File: config.mk
export PLATFORM = sky130hd
export DESIGN_NAME = tndq_min
export DESIGN_NICKNAME = d
export VERILOG_FILES = /design/src/rtl/tndq_pkg.sv /design/src/rtl/tndq_min.sv
export SDC_FILE = /design/constraint.sdc
export NUM_CORES = 1
export LEC_CHECK = 0
export BUFFER_PORTS_ARGS = -buffer_cell sky130_fd_sc_hd__buf_2
export CORE_ASPECT_RATIO = 0.9
export CORE_UTILIZATION = 30
export CTS_CLUSTER_DIAMETER = 80
export CTS_CLUSTER_SIZE = 10
export DETAILED_ROUTE_END_ITERATION = 16
export HOLD_SLACK_MARGIN = 0.03
export PLACE_DENSITY = 0.49
export SYNTH_ARGS = -nofsm -noshare
export SYNTH_HDL_FRONTEND = slang
export SYNTH_SLANG_ARGS = --single-unit
File: constraint.sdc
create_clock -name aclk -period 4.3 [get_ports aclk]
set_input_delay 0.86 -clock aclk [delete_from_list [all_inputs] [get_ports aclk]]
set_output_delay 0.86 -clock aclk [all_outputs]
set_load 0.05 [all_outputs]
File: src/rtl/tndq_pkg.sv
// Shared types, constants and codes for the transit node distance query block.
`timescale 1ns / 1ps

package tndq_pkg;

    localparam int NODE_COUNT    = 1024;
    localparam int TRANSIT_COUNT = 256;
    localparam int MAX_ACCESS    = 16;

    localparam int NODE_W  = $clog2(NODE_COUNT);
    localparam int TR_W    = $clog2(TRANSIT_COUNT);
    localparam int ACC_W   = $clog2(MAX_ACCESS);
    localparam int CNT_W   = $clog2(MAX_ACCESS + 1);
    localparam int DIST_W  = 32;
    localparam int LIST_AW = NODE_W + ACC_W;
    localparam int TAB_AW  = 2 * TR_W;

    typedef logic [NODE_W-1:0]  node_t;
    typedef logic [TR_W-1:0]    tr_t;
    typedef logic [ACC_W-1:0]   acc_t;
    typedef logic [CNT_W-1:0]   cnt_t;
    typedef logic [DIST_W-1:0]  dist_t;
    typedef logic [LIST_AW-1:0] list_addr_t;
    typedef logic [TAB_AW-1:0]  tab_addr_t;

    localparam dist_t NO_PATH  = '1;
    localparam cnt_t  CNT_FULL = CNT_W'(MAX_ACCESS);

    typedef enum logic [2:0] {
        OP_MAP_WRITE   = 3'd0,
        OP_TABLE_WRITE = 3'd1,
        OP_ADD_FWD     = 3'd2,
        OP_ADD_BWD     = 3'd3,
        OP_QUERY       = 3'd4
    } opcode_t;

    typedef enum logic [1:0] {
        STAT_WRITE_OK  = 2'd0,
        STAT_ANSWER    = 2'd1,
        STAT_LIST_FULL = 2'd2
    } status_t;

    typedef enum logic [3:0] {
        S_CLEAR,
        S_IDLE,
        S_FETCH,
        S_EXEC,
        S_BLIST,
        S_BMAP,
        S_BSTORE,
        S_FLIST,
        S_FMAP,
        S_FGET,
        S_PAIR,
        S_DRAIN,
        S_DONE
    } state_t;

    typedef struct packed {
        logic [2:0] opcode;
        node_t      first_node;
        node_t      second_node;
        tr_t        row_index;
        tr_t        col_index;
        dist_t      distance_value;
    } in_word_t;

    typedef struct packed {
        logic [1:0] status;
        dist_t      best_distance;
    } out_word_t;

    typedef struct packed {
        logic  mapped;
        tr_t   transit;
    } map_entry_t;

    typedef struct packed {
        node_t node;
        dist_t distance;
    } acc_entry_t;

    typedef struct packed {
        node_t      node_waddr;
        logic       map_we;
        map_entry_t map_wdata;
        node_t      map_raddr;
        logic       fcnt_we;
        logic       bcnt_we;
        cnt_t       cnt_wdata;
        node_t      fcnt_raddr;
        node_t      bcnt_raddr;
        list_addr_t list_waddr;
        logic       flist_we;
        logic       blist_we;
        acc_entry_t list_wdata;
        list_addr_t flist_raddr;
        list_addr_t blist_raddr;
        logic       tab_we;
        tab_addr_t  tab_waddr;
        dist_t      tab_wdata;
        tab_addr_t  tab_raddr;
    } store_req_t;

    typedef struct packed {
        map_entry_t map_rdata;
        cnt_t       fcnt_rdata;
        cnt_t       bcnt_rdata;
        acc_entry_t flist_rdata;
        acc_entry_t blist_rdata;
        dist_t      tab_rdata;
    } store_rsp_t;

endpackage

File: src/rtl/tndq_min.sv
// Shared path-sum and running-minimum unit, one access pair per cycle.
`timescale 1ns / 1ps

module tndq_min (
    input  logic            aclk,
    input  logic            aresetn,
    input  logic            clear,
    input  logic            issue,
    input  tndq_pkg::dist_t fdist,
    input  tndq_pkg::dist_t bdist,
    input  tndq_pkg::dist_t tdata,
    output tndq_pkg::dist_t best
);
    import tndq_pkg::*;

    logic  vld_reg;
    dist_t fb_reg;
    dist_t best_reg;
    dist_t sum;

    // Both access distances are summed while the table read is in flight.
    always_ff @(posedge aclk) begin
        if (!aresetn) begin
            vld_reg <= 1'b0;
        end else begin
            vld_reg <= issue;
        end
    end

    always_ff @(posedge aclk) begin
        if (issue) begin
            fb_reg <= fdist + bdist;
        end
    end

    assign sum = fb_reg + tdata;

    always_ff @(posedge aclk) begin
        if (clear) begin
            best_reg <= NO_PATH;
        end else if (vld_reg && tdata != NO_PATH && sum < best_reg) begin
            best_reg <= sum;
        end
    end

    assign best = best_reg;

endmodule

Yosys cells after proc, flatten, opt, wreduce, memory -nomap -nowiden. Index checks and enable logic that the tools add are counted.

$add $sub $neg: 2. Order comparisons: 1. Equal/unequal tests: 1. Reduce and logical (&&, ||, !) cells: 2.

Operators by type and width (count): $add A32 B32 Y32 (2); $lt A32 B32 Y1 (1); $ne A32 B32 Y1 const B (1); $logic_and A1 B1 Y1 (2).

Flip-flop bits (word level): 65. Input port bits: 100. Output and inout port bits: 32. Word-level logic and storage cells: 9.

Logic depth before layout (Yosys ltp). Gate-level depths: netlist (run 1).

Word-level depth: 3. Mapped depth: 20. Gate-level depth less buffers: 18.

Worst setup path before layout (run 1). Ideal clock, no wire load.

Path type: input -> register. From: input port tdata[0]. To: register best_reg[31] (netlist: best[31]). Library setup time: 145 ps. Arrival time: 4406 ps. Required time: 4155 ps. Setup slack: -251 ps. Stages on the path: 20. Path buffers: 2. Cell sequence: ha_1 -> fa_1 -> a211oi_1 -> o2111ai_1 -> o2111a_1 -> o21a_1 -> a21oi_1 -> o21ai_0 -> xnor2_1 -> inv_1 -> ha_1 -> a21o_1 -> a21o_1 -> a21oi_1 -> o22ai_1 -> a211o_1 -> buf_6 -> buf_8 -> a211oi_2 -> o221ai_1.

Cells in the longest elaborated chain, start to end: 3. Elaborated cells between the ends (all ways): 5. Classes of those cells: add/sub (1); order compare (1); eq/ne (1); reduce/logical (2).

Ends and longest elaborated chain: from (decl) (RTL line tndq_min.sv:11) `input tndq_pkg::dist_t tdata,`; $add A32 B32 Y32 (RTL line tndq_min.sv:36) `assign sum = fb_reg + tdata;`; named net sum[24] (RTL line tndq_min.sv:19) `dist_t sum;`; $lt A32 B32 Y1 (RTL line tndq_min.sv:41) `end else if (vld_reg && tdata != NO_PATH && sum < best_reg) begin`; $logic_and A1 B1 Y1 (RTL line tndq_min.sv:41); to (signal assigned) (RTL line tndq_min.sv:42) `best_reg <= sum;`; to (decl) (RTL line tndq_min.sv:18) `dist_t best_reg;`.

The timed path passes the listed nets, and every way through them passes these cells. A chain may end at the register's enable or synchronous reset.

Worst setup path after layout (run 1). Same ends and word-level chain as after synthesis.

==> results.cfg, run 1 <==
[min_path]
hold_path_depth = 2
hold_class = flip-flop to flip-flop

[route]
first_pass_iters = 4
antenna_left = 0
wl_per_cell_um = 13.70
vias = 6078
via_per_inst = 4.843
route.detailed.drc = 0
drt_iter0_drc = 221
routed_wl_mm = 17.19

[timing]
grt_setup_unrepaired = yes
finalCritPeriodShare = 1.038
period_needed_ps = 4462
tightest_slew_ps = 945.0
setup_slack_ps = -161.8
clock_skew_ps = 3.748
fmax_mhz = 224.1
setup_viol = 32
finalMaxSlewViolations = 0
hold_violations = 0
slew_headroom = 0.3693

[worst_setup_path]
worst_setup_path_start_kind = input port
cpPeakStageDelay_ps = 390
crit_arrival_ps = 4620
crit_path_end = best[31]
worst_r2r_path_depth = 19
end_kind = flip-flop
crit_chain = buf_8 > ha_4 > fa_2 > a211oi_2 > o2111ai_2 > o2111a_1 > buf_6 > o21a_4 > a311o_1 > xor2_2 > ha_1 > a21oi_2 > o21ai_4 > nor3_2 > o31ai_2 > a211o_2 > buf_6 > buf_6 > a211oi_2 > o221ai_1
rr_endpoint = best[31]
reg2reg_slack_ps = 10
crit_fanout = 10
required_ps = 4450
criticalPathCategory = input port to flip-flop
crit_path_start = tdata[0]
critPathSlowestCell = fa_2
r2r-start = fb_reg[0]
path_common_cell = buf_6

[clocking]
clockBufferDepth = 2
numCtsBuffers = 9
cts.sinks = 65
path_clk_slew_ps = 50
clk_latency_ps = 330
cts_tree = done
cts_hold_buf = 0
root_buffer = clkbuf_16
cts_htree_levels = 3

[global_routing]
grt_max_degree = 34
grt.total_usage = 0.1607
first_global_vias = 5723
grt_pass1_wl_mm = 28.19
antenna_found_initial = 3
overflow = 0

[layout]
fin_util = 0.4403
design_area_um2 = 8909
syn_to_final_growth_pct = 41.97
finalNetCount = 1188
layout-drive-gt1-share = 0.3387
nFillCells = 2060

[pwr]
ir_worst_vdd_uv = 146.4
leakage_nw = 4.442
powerDensity_nw_per_um2 = 410.9

[die]
pin_count = 132
die_w_um = 154.4
core_um2 = 20230
die_h_um = 139.2
dieArea_um2 = 21500
fp-row-count = 49
start_util = 0.3101

[logic_synthesis]
syn_inst = 728
synth.ff_latch_count = 65
synth_top_flop_cell = dfxtp_1
synth_top_area_cell = ha_1
yosysMostFrequentCell = ha_1
synth-async-reset-ratio = 0
syn_area_per_cell_um2 = 8.619
syn-num-nets = 923
synth.top_cells.by_area = ha_1 19%, edfxtp_1 15%, dfxtp_1 11%
netlist_area_um2 = 6275
yosys_warnings = 0
synthTopCellsByCount = 93 x ha_1, 66 x nand2_1, 65 x a21oi_1, 57 x inv_1
synthDistinctLibCells = 67
ys_seq_area_frac = 0.2584
synth_edf_count = 32
synth_top_area_share = 0.1854

[run]
drv_cap = 0

[place]
hpwl_mm = 13.95
io_buffers = 131
placed_area_um2 = 8132
gp_congestion = 0.8282

[status]
run_status = complete, but fails checks
violations = setup timing
## worst min path at each step
stage                    from       end  slack, ps
global placement      best[1]   best[1]        490
floorplan           fb_reg[0]   best[0]        600
finish                best[5]   best[5]        500
CTS                  best[24]  best[24]        510
global route         best[24]  best[24]        510
detailed placement   best[14]  best[14]        490
## final cells by class
class	count	area, µm²	area share
multi-input combinational	589	4652	0.5222
timing repair buffer	271	1826	0.2049
sequential	65	1622	0.1820
tap	255	319.1	0.03581
clock buffer	16	271.5	0.03048
inverter	57	214.0	0.02402
antenna	2	5.005	0.0005618
## kinds of logic (layout without fill, tap and decap cells)
family | after synthesis | after routing | synth area share
AOI/OAI and AO/OA | 220 | 220 | 0.2337
adders and majority gates | 95 | 95 | 0.1918
DFF | 65 | 65 | 0.2584
and+or+nand+nor | 197 | 197 | 0.1529
muxes | 26 | 26 | 0.04148
other | 0 | 2 | 0
xor gates and xnor gates | 51 | 51 | 0.07119
buffers and inverters | 74 | 344 | 0.05045
## timing repair
| action | in CTS | in global routing |
|---|---|---|
| buffers inserted | 14 | 5 |
| endpoints found under the setup margin | 32 | 32 |
| cloned | 3 | 0 |
| gates resized for setup | 25 | 36 |
| pin swaps | 23 | 33 |
## power by group
group	internal [mW]	switching, mW
Sequential	0.767	0.0604
Combinational	1.06	1.10
Clock	0.423	0.251
Total	2.25	1.41
## per-stage QoR
| stage | hold slack [ps] | setup WS (ps) | total power, mW | cells | setup TNS, ps |
|---|---|---|---|---|---|
| floorplan | 602.3 | 6.227 | 2.010 | 728 | 0 |
| detailed placement | 490.4 | -541.0 | 2.742 | 1216 | -15850 |
| global placement | 486.5 | -559.0 | 2.737 | 1216 | -14130 |
| finish | 503.1 | -161.8 | 3.660 | 1255 | -3543 |
| CTS | 507.6 | -134.6 | 3.581 | 1249 | -2500 |
| global route | 509.5 | -349.3 | 3.943 | 1254 | -8550 |
## critical path: cells and delay by family
kind | cells | cell delay, ps
AND/OR/NAND/NOR | 1 | 120
adder cells (fa/ha/maj) | 3 | 750
buffers and inverters | 4 | 510
AO/OA/AOI/OAI | 11 | 2200
XOR/XNOR | 1 | 160
## layout by cell type (no fill, tap or decap), types with 6 or more instances in the layout
cell and count:
edfxtp_1 32, xor2_1 14, a21oi_2 8, and3_1 8, a21o_1 27, nor3_1 17, o21ai_0 28, mux2i_1 26
buf_4 131, buf_2 130, nor2_1 39, dfxtp_1 33, clkbuf_16 9, nand4_1 17, inv_1 57, a21oi_1 56
o211ai_1 7, and2_1 9, o21a_1 12, a31oi_1 6, nand3_1 11, nor2b_1 6, xnor2_1 32, o21ai_1 6
nand2_1 63, ha_1 87, o21bai_1 7
## metal layers
metal / GRT usage / wire length, µm
met3: 0.02406 / 612
met4: 0.05680 / 297
met5: 0 / 8
met1: 0.2305 / 9003
met2: 0.2427 / 7267
Power figures use the tool's default switching activity.
==> run 2, diff against run 1 <==
CORE_MARGIN = 2   (was not set)
CORE_UTILIZATION = 51   (was 30)
PLACE_DENSITY = 0.76   (was 0.49)
SKIP_CTS_REPAIR_TIMING = 1   (was not set)
==> run 2 against run 1 <==
Count of clock-buffer cells in the layout is 6 lower. Register-to-register slack worse by 170 ps. Global-route usage is 7.7 points higher. Routed wire length is 1.0% higher. The run still ends with setup timing left. Design area is 3.2% lower. Largest power group unchanged. Setup slack worse by 170 ps. First-iteration DRC count is 74% higher. Hold slack worse by 5.8 ps.
==> results.cfg, run 2 (synthesis results as in run 1) <==
[clocking]
path_clk_slew_ps = 50
cts.sinks = 65
clk_latency_ps = 340
cts_htree_levels = 3
numCtsBuffers = 9
cts_tree = done
root_buffer = clkbuf_16
clockBufferDepth = 2

[route]
via_per_inst = 5.589
first_pass_iters = 4
wl_per_cell_um = 15.30
vias = 6344
antenna_left = 0
route.detailed.drc = 0
drt_iter0_drc = 384
routed_wl_mm = 17.36

[die]
pin_count = 132
fp-row-count = 38
core_um2 = 12030
die_h_um = 109.2
dieArea_um2 = 13210
start_util = 0.5216
die_w_um = 120.9

[timing]
fmax_mhz = 215.7
clock_skew_ps = 7.156
period_needed_ps = 4636
hold_violations = 0
grt_setup_unrepaired = yes
finalMaxSlewViolations = 0
tightest_slew_ps = 950.0
slew_headroom = 0.3660
setup_slack_ps = -336.4
setup_viol = 32
finalCritPeriodShare = 1.078

[worst_setup_path]
criticalPathCategory = input port to flip-flop
crit_arrival_ps = 4820
end_kind = flip-flop
rr_endpoint = best[10]
worst_setup_path_start_kind = input port
r2r-start = fb_reg[0]
required_ps = 4480
worst_r2r_path_depth = 19
crit_fanout = 6
reg2reg_slack_ps = -160

[global_routing]
overflow = 0
busiest_layer = met2
gr-usage-met3 = 0.04498
antenna_found_initial = 0
met2_usage = 0.3668
first_global_vias = 5658
grtUsageMet1 = 0.3305
grt_max_degree = 34
grt.total_usage = 0.2379
grt_pass1_wl_mm = 25.70

[min_path]
min_from = best[4]
hold_class = flip-flop to flip-flop
hold_path_end = best[4]
hold_path_depth = 2

[layout]
final_common_cell = buf_2
n_antenna_cell = 0
final_cells = 1135
final_cell_mix = 129 x buf_2, 108 x buf_4, 85 x ha_1
finalNetCount = 1165
layout-drive-gt1-share = 0.3282
syn_to_final_growth_pct = 37.43

[pwr]
powerDensity_nw_per_um2 = 415.4
total_power_mw = 3.582
leakage_nw = 4.333
ir_worst_vdd_uv = 235.5

[place]
place_ws_ps = -507.5
dp.cells = 1101
io_buffers = 131
hpwl_mm = 12.65
gp_congestion = 0.9027

[status]
run_status = complete, but fails checks
violations = setup timing

[run]
drv_cap = 0
[run 2: how the worst max path moves through the flow]
stage	from	endpoint	slack (ps)	cells after the start
after detailed placement	tdata[8]	best[28]	-510	19
after global routing	tdata[2]	best[10]	-520	19
after CTS	tdata[0]	best[31]	-190	19
after floorplan	tdata[0]	best[31]	6	18
after global placement	tdata[14]	best[28]	-430	19
final	tdata[1]	best[10]	-340	20
[run 2: power breakdown]
group          internal, mW  switching [mW]
sequential            0.767          0.0635
combinational         0.969            1.12
clock                 0.392           0.271
total                  2.13            1.45
[run 2: cell type report]
class / instances / area (µm²)
multi-input combinational: 589 / 4671
fill: 914 / 3406
timing repair buffer: 248 / 1650
sequential: 65 / 1622
clock buffer: 10 / 232.7
inverter: 57 / 214.0
tap: 160 / 200.2
clock inverter: 6 / 33.78
[run 2: routing by layer]
| metal | routed length [µm] | part of all wire | vias to the layer above |
|---|---|---|---|
| met3 | 966 | 0.056 | 34 |
| met5 | 0 | 0 | - |
| met1 | 7949 | 0.46 | 2912 |
| li1 | - | - | 3201 |
| met2 | 7909 | 0.46 | 197 |
| met4 | 536 | 0.031 | 0 |
[run 2: critical path, stage by stage]
cell and delay (ps):
buf_6 100, buf_6 110, fa_2 410, a211oi_4 250
o2111ai_2 180, o2111a_1 200, o211ai_1 260, and3b_2 280
o31ai_2 80, xnor2_1 260, inv_1 120, ha_4 280
nand4_1 120, or2_4 300, nor3_4 140, a211o_4 240
buf_4 150, clkbuf_16 150, mux2i_1 230, nand2_1 80
[run 2: metrics by stage]
stage          utilization  hold WS (ps)  setup TNS [ps]  cell area, µm²
6_report            0.7169         497.3           -5981            8623
4_1_cts             0.6747         503.4           -4186            8117
5_1_grt             0.7169         532.6          -11940            8623
2_1_floorplan            -         602.3               0            6356
3_3_place_gp        0.6526         480.9          -10640            7850
3_5_place_dp        0.6526         490.1          -14110            7850
==> run 3, diff against run 2 <==
CORE_UTILIZATION = 61   (was 51)
PLACE_DENSITY = 0.86   (was 0.76)
clock period = 5.9 ns   (was 4.3 ns; I/O delays follow)
==> run 3 against run 2 <==
The flow now finishes without violations. Highest routed layer is now met5. First-iteration DRC count increased by 2.3%. Register-to-register slack improved by 1200 ps. Sequential share of layout area increased by 3.5 points.
==> results.cfg, run 3 (synthesis results as in run 1) <==
[clocking]
cts.sinks = 65
cts_htree_levels = 3
root_buffer = clkbuf_16
path_clk_slew_ps = 50
numCtsBuffers = 9
clockBufferDepth = 2
cts_tree = done
clk_latency_ps = 330

[worst_setup_path]
reg2reg_slack_ps = 1000
crit_fanout = 21
r2r-start = fb_reg[0]
worst_r2r_path_depth = 18
worst_setup_path_start_kind = input port
rr_endpoint = best[5]
crit_arrival_ps = 5650
required_ps = 6070
end_kind = flip-flop
criticalPathCategory = input port to flip-flop

[global_routing]
grt.total_usage = 0.2856
first_global_vias = 5719
grt_max_degree = 34
overflow = 0
antenna_found_initial = 1
grt_pass1_wl_mm = 26.57

[die]
pin_count = 132
die_w_um = 110.9
die_h_um = 100.2
core_um2 = 10120
start_util = 0.6203
fp-row-count = 35
dieArea_um2 = 11110

[route]
drt_iter0_drc = 393
antenna_left = 0
via_per_inst = 6.086
first_pass_iters = 5
route.detailed.drc = 0
routed_wl_mm = 15.75
vias = 6019
wl_per_cell_um = 15.92

[timing]
fmax_mhz = 182.6
slew_headroom = 0.3990
setup_viol = 0
finalMaxSlewViolations = 0
clock_skew_ps = 10.14
period_needed_ps = 5476
tightest_slew_ps = 900.5
setup_tns_ps = 0
grt_setup_unrepaired = no
finalCritPeriodShare = 0.9282
hold_violations = 0

[layout]
syn_to_final_growth_pct = 15.91
final_cell_mix = 131 x buf_2, 93 x ha_1, 66 x nand2_1
layout-drive-gt1-share = 0.1791
final_cells = 989
fin_util = 0.7190
final_common_cell = buf_2
finalNetCount = 1050
n_antenna_cell = 0

[pwr]
leakage_nw = 3.664
powerDensity_nw_per_um2 = 302.2
ir_worst_vdd_uv = 226.1

[min_path]
hold_class = flip-flop to flip-flop
hold_path_depth = 2
hold_path_end = best[27]
min_from = best[27]

[run]
drv_cap = 0

[place]
dp.cells = 973
gp_congestion = 0.9285
io_buffers = 131
hpwl_mm = 12.78

[status]
run_status = finished clean
[run 3: worst max-delay path by stage]
| stage | slack, ps | start | to |
|---|---|---|---|
| floorplan | 1030 | tdata[0] | best[31] |
| global placement | 380 | tdata[0] | best[0] |
| detailed placement | 180 | tdata[0] | best[10] |
| CTS | 510 | tdata[0] | best[10] |
| global route | 80 | tdata[0] | best[18] |
| finish | 420 | tdata[0] | best[5] |
[run 3: area by class of cell]
cell class                      instances  area (µm²)
Fill cell                             760        2843
Clock inverter                          4       20.02
Timing Repair Buffer                  133       683.2
Tap cell                              129       161.4
Sequential cell                        65        1622
Clock buffer                           12       236.5
Inverter                               57       214.0
Multi-Input combinational cell        589        4337
[run 3: metal layers]
metal	vias up	global-route usage	part of all wire
li1	2968	-	-
met1	2747	0.3844	0.45
met2	271	0.4762	0.46
met3	31	0.03986	0.065
met4	2	0.09904	0.021
met5	-	0	0.00083
[run 3: stage by stage]
stage / worst slack, ps / hold slack (ps) / instance area [µm²] / total power, mW
global route: 78.85 / 519.3 / 7273 / 2.344
finish: 423.6 / 492.1 / 7273 / 2.198
global placement: 375.7 / 476.7 / 7017 / 1.661
detailed placement: 177.7 / 482.3 / 7017 / 1.718
CTS: 508.9 / 496.1 / 7273 / 2.187
floorplan: 1029 / 568.7 / 6275 / 1.448
[run 3: power by group]
| group | leakage [nW] | switching [mW] | internal, mW | total (mW) |
|---|---|---|---|---|
| sequential | 0.585 | 0.0407 | 0.559 | 0.599 |
| clock | 0.130 | 0.179 | 0.281 | 0.460 |
| combinational | 2.95 | 0.696 | 0.442 | 1.14 |
| total | 3.66 | 0.916 | 1.28 | 2.20 |
[run 3: worst max-delay path, cell delays in order]
cell	delay (ps)
buf_2	110
ha_1	240
fa_1	450
a211oi_1	290
o2111ai_1	200
o2111a_1	210
o211ai_1	280
and3b_1	260
o31ai_1	100
xnor2_1	190
inv_1	80
ha_1	300
nand4_1	110
or2_2	330
nor3_1	200
a211o_1	540
buf_12	270
mux2i_1	220
nand2_1	70
